===== config.mk =====
export PLATFORM = sky130hd
export DESIGN_NAME = stt_ctrl
export DESIGN_NICKNAME = d
export VERILOG_FILES = /design/src/assert_macros.svh /design/src/stt_pkg.sv /design/src/stt_ctrl.sv
export SDC_FILE = /design/constraint.sdc
export NUM_CORES = 1
export LEC_CHECK = 0
export BUFFER_PORTS_ARGS = -buffer_cell sky130_fd_sc_hd__buf_2
export CAP_MARGIN = 20
export CORE_AREA = 10 10 47 49
export CTS_CLUSTER_DIAMETER = 40
export DETAILED_ROUTE_END_ITERATION = 8
export DIE_AREA = 0 0 57 59
export GPL_TIMING_DRIVEN = 0
export HOLD_SLACK_MARGIN = 0.15
export PLACE_DENSITY_LB_ADDON = 0.12
export SLEW_MARGIN = 20
export SYNTH_ARGS = -nofsm -noshare
export SYNTH_HDL_FRONTEND = slang
export SYNTH_SLANG_ARGS = --single-unit
export TNS_END_PERCENT = 100

===== constraint.sdc =====
create_clock -name clk_i -period 2.05 [get_ports clk_i]
set_clock_uncertainty 0.15 [all_clocks]
set_input_delay 0.41 -clock clk_i [delete_from_list [all_inputs] [get_ports clk_i]]
set_output_delay 0.41 -clock clk_i [all_outputs]
set_load 0.1 [all_outputs]

===== src/assert_macros.svh =====
// Assertion macros shared by the RTL files.
// No dependencies; included by files that carry concurrent assertions.
`ifndef ASSERT_MACROS_SVH
`define ASSERT_MACROS_SVH

// Check a property on every rising clock edge outside reset.
`define ASSERT_CLK(lbl, clk, rst_n, prop) \
  lbl: assert property (@(posedge clk) disable iff (!rst_n) (prop)) \
    else $error("assertion failed");

// Check that a condition never holds outside reset.
`define ASSERT_NEVER(lbl, clk, rst_n, cond) \
  lbl: assert property (@(posedge clk) disable iff (!rst_n) !(cond)) \
    else $error("forbidden condition seen");

`endif


===== src/stt_pkg.sv =====
// Package for the alarm slot table: sizes, codes, transaction and control types.
// No dependencies.
package stt_pkg;

  localparam int NUM_TIMERS = 16;
  localparam int TIME_BITS  = 32;
  localparam int IDX_W      = 4;
  localparam int CNT_W      = 5;
  localparam int DIV_CNT_W  = 6;

  typedef enum logic [2:0] {
    MODE_ARM         = 3'd0,
    MODE_FREE_HANDLE = 3'd1,
    MODE_FREE_ID     = 3'd2,
    MODE_FREE_ALL    = 3'd3,
    MODE_DISPATCH    = 3'd4
  } mode_e;

  typedef enum logic [1:0] {
    KIND_ACK    = 2'd0,
    KIND_FIRED  = 2'd1,
    KIND_WAKEUP = 2'd2
  } kind_e;

  typedef enum logic [2:0] {
    S_IDLE,
    S_EXEC,
    S_SCAN,
    S_DIV,
    S_FINAL
  } ctrl_state_e;

  typedef struct packed {
    logic [2:0]  mode;
    logic [7:0]  event_id;
    logic        has_action;
    logic [31:0] delay;
    logic [31:0] period;
    logic [3:0]  handle;
    logic        handle_valid;
    logic [31:0] elapsed;
  } req_t;

  typedef struct packed {
    logic [1:0]  kind;
    logic        ok;
    logic [3:0]  slot;
    logic [7:0]  fired_id;
    logic        fired_periodic;
    logic        reload;
    logic [31:0] timer_value;
    logic        last;
  } res_t;

  typedef struct packed {
    logic load;
    logic exec;
    logic step;
    logic div_start;
    logic final_emit;
  } ctrl_cmd_t;

  typedef struct packed {
    logic is_dispatch;
    logic walk_done;
    logic need_div;
    logic div_done;
  } ctrl_sts_t;

endpackage


===== src/stt_ctrl.sv =====
// Sequencer for the alarm slot table: command execution and the dispatch walk.
// Depends on stt_pkg.
module stt_ctrl
  import stt_pkg::*;
(
  input  logic      clk_i,
  input  logic      rst_ni,
  input  logic      start,
  output logic      busy,
  input  ctrl_sts_t sts_i,
  output ctrl_cmd_t cmd_o
);

  ctrl_state_e state_q, state_d;

  // Hold the state
  always_ff @(posedge clk_i or negedge rst_ni) begin
    if (!rst_ni) begin
      state_q <= S_IDLE;
    end else begin
      state_q <= state_d;
    end
  end

  // Advance the sequence and issue datapath commands
  always_comb begin
    state_d = state_q;
    cmd_o   = '0;
    unique case (state_q)
      S_IDLE: begin
        if (start) begin
          cmd_o.load = 1'b1;
          state_d    = S_EXEC;
        end
      end
      S_EXEC: begin
        if (sts_i.is_dispatch) begin
          state_d = S_SCAN;
        end else begin
          cmd_o.exec = 1'b1;
          state_d    = S_IDLE;
        end
      end
      S_SCAN: begin
        if (sts_i.walk_done) begin
          state_d = S_FINAL;
        end else if (sts_i.need_div) begin
          cmd_o.div_start = 1'b1;
          state_d         = S_DIV;
        end else begin
          cmd_o.step = 1'b1;
        end
      end
      S_DIV: begin
        if (sts_i.div_done) begin
          cmd_o.step = 1'b1;
          state_d    = S_SCAN;
        end
      end
      S_FINAL: begin
        cmd_o.final_emit = 1'b1;
        state_d          = S_IDLE;
      end
      default: state_d = S_IDLE;
    endcase
  end

  assign busy = (state_q != S_IDLE);

endmodule


==> flow_summary.yaml <==
global_routing:
  grt-ovfl-total: 0
  track_usage_pct: 4.02
  antenna_found_initial: 0
  grt_pass1_vias: 245
  grt_max_degree: 11
  grt_pass1_wl_um: 1060
finish:
  largest_reg_flops: 3
  area_delta_synth_final_pct: 127
  final_area_um2: 463
  top_regs: "state_q x3"
  fillers: 152
  drive_above_1_share_pct: 64.3
  multiInputGateArea_um2: 191
  layout_common_cells: "9 x buf_2, 3 x clkbuf_4"
  layout_commonest_cell: "buf_2"
  regMostFlops: "state_q"
  antenna_cells: 0
  regArea_um2: 76.3
  final_nets: 50
synthesis:
  synth_adder_area_share_pct: 0
  synth_cell_types: 15
  yosys.area_share.simple_pct: 45.4
  synth_top_family_by_area: "simple AND/OR/NAND/NOR gates"
  synth_fp_nets: 29
  seq_area_frac_synth_pct: 36.8
  netlist_instances: 22
  synthXorXnorAreaFrac_pct: 0
  syn_avg_cell_area_um2: 9.27
  synth_warnings: 0
  muxShareOfSynthArea_pct: 0
  ys_ff_latch: 3
  synth_area_um2: 204
  synth-compound-area-share_pct: 10.4
routing:
  drtAntennaViolNets: 0
  vias_per_cell: 4.29
  vias: 249
  wl_per_cell_um: 11.7
  first_pass_iters: 2
  drtIter0Drc: 1
  routed_wl_um: 681
  drc: 0
floorplan:
  start_util_pct: 14.6
  num_rows: 14
  die_w_um: 57
  core_area_um2: 1400
  ios: 13
  die_area_um2: 3360
  die_h_um: 59
setup_path:
  worstPathMaxFanout: 6
  cp-start-kind: "register"
  cp-end-kind: "primary output"
  cp_slowest_stage_delay_ns: 0.39
  crit_type: "reg -> out"
  crit_slowest_cell: "or3_4"
  path_cells: "buf_6 -> or3_4 -> buf_2"
  worstPathArrival_ns: 1.45
  required_ns: 1.49
sta:
  fin_crit_ns: 2.01
  setup_viol: 0
  timing.fmax_ghz: 0.498
  hold_viol: 0
  fin_crit_sh_pct: 97.9
  final_max_slew_viol_count: 0
  tns_ns: 0
  slew_headroom_pct: 67.4
  worst_pin_slew_ns: 0.492
clocking:
  clk_path_buf_depth: 2
  numCtsBuffers: 3
  clk_latency_ns: 0.23
  cts_tree: "built"
  htree_levels: 1
  cts_root_buf: "clkbuf_4"
  clkSinkCount: 3
  clk_pin_slew_worst_paths_ns: 0.04
placement:
  routabilityCongestion: 0.675
  post-dp-hpwl_um: 541
  post_dp_cell_area_um2: 353
  port_buffers: 12
status:
  status: "complete, no violations"
min_path:
  worstHoldPathType: "in -> async"
flow_run:
  maxCapViolCount: 0
Yosys cell counts:
| master | instances | area [um^2] |
|---|---|---|
| dfrtp_1 | 3 | 75.1 |
| a31oi_1 | 1 | 6.26 |
| nand2_1 | 1 | 3.75 |
| inv_1 | 1 | 3.75 |
| o21ai_0 | 1 | 5.00 |
| nor3b_1 | 2 | 15.0 |
| a21oi_1 | 2 | 10.0 |
| or3b_1 | 1 | 8.76 |
| nor2_1 | 1 | 3.75 |
| nand4bb_1 | 1 | 11.3 |
| nand3b_1 | 1 | 7.51 |
| nor4b_1 | 2 | 17.5 |
| nand2b_1 | 2 | 12.5 |
| buf_6 | 1 | 11.3 |
| or3_1 | 2 | 12.5 |
cells by family (layout without fill, tap and decap cells):
logic type / count (synthesis) / in the layout
AND/OR/NAND/NOR: 13 / 13
flip-flops: 3 / 3
AO/OA/AOI/OAI: 4 / 4
buffers and inverters: 2 / 22
worst paths after layout:
path                                          end                    from  slack (ns)  cells past startpoint
max                                          busy  state_q[0]$_DFFE_PN0P_        0.04                      3
min                        state_q[0]$_DFFE_PN0P_                  rst_ni        0.35                      2
max reg2reg                state_q[0]$_DFFE_PN0P_  state_q[0]$_DFFE_PN0P_        0.54                      4
min reg2reg                state_q[1]$_DFFE_PN0P_  state_q[2]$_DFFE_PN0P_        0.43                      1
max in group asynchronous  state_q[1]$_DFFE_PN0P_                  rst_ni        1.28                      2
min in group clk_i         state_q[2]$_DFFE_PN0P_                sts_i[2]        0.35                      2
through the flow:
stage                     hold slack, ns  instances  utilization [%]  worst slack [ns]
after global placement            0.0560         50             25.2           0.00532
after global routing               0.339         58             33.0          -0.00603
final                              0.349         58             33.0            0.0422
after detailed placement          0.0585         50             25.2          -0.00106
after floorplan                  -0.0356         22                -            -0.233
after CTS                          0.340         55             30.7           -0.0105
repair_timing:
action	in CTS	in global routing
setup endpoints to repair	3	4
buffers inserted	0	3
resized for setup	11	1
pin swaps	0	3
hold buffers	1	0
hold endpoints to repair	3	0
worst max-delay path, delay by kind of cell (launching register included):
kind                   cells  cell delay, ns
buffers and inverters      2            0.44
flip-flops                 1            0.38
AND/OR/NAND/NOR            1            0.39
layout make-up:
class	count	area share [%]
multi-input combinational	17	41.4
timing repair buffer	16	28.9
sequential	3	16.5
clock buffer	4	5.68
tap	16	4.32
buffer	1	2.43
inverter	1	0.811
metal layers:
| metal | share of wire [%] | routed length, um | up-vias | GRT usage, % |
|---|---|---|---|---|
| met5 | 0 | 0 | - | 0 |
| met4 | 0 | 0 | 0 | 3.02 |
| met3 | 5.9 | 40 | 0 | 2.36 |
| met2 | 54 | 371 | 6 | 6.36 |
| met1 | 39 | 268 | 120 | 3.81 |
| li1 | - | - | 123 | - |
Power is not shown: default switching activity piles up to over one toggle a cycle in this logic, so the estimate is an artifact.
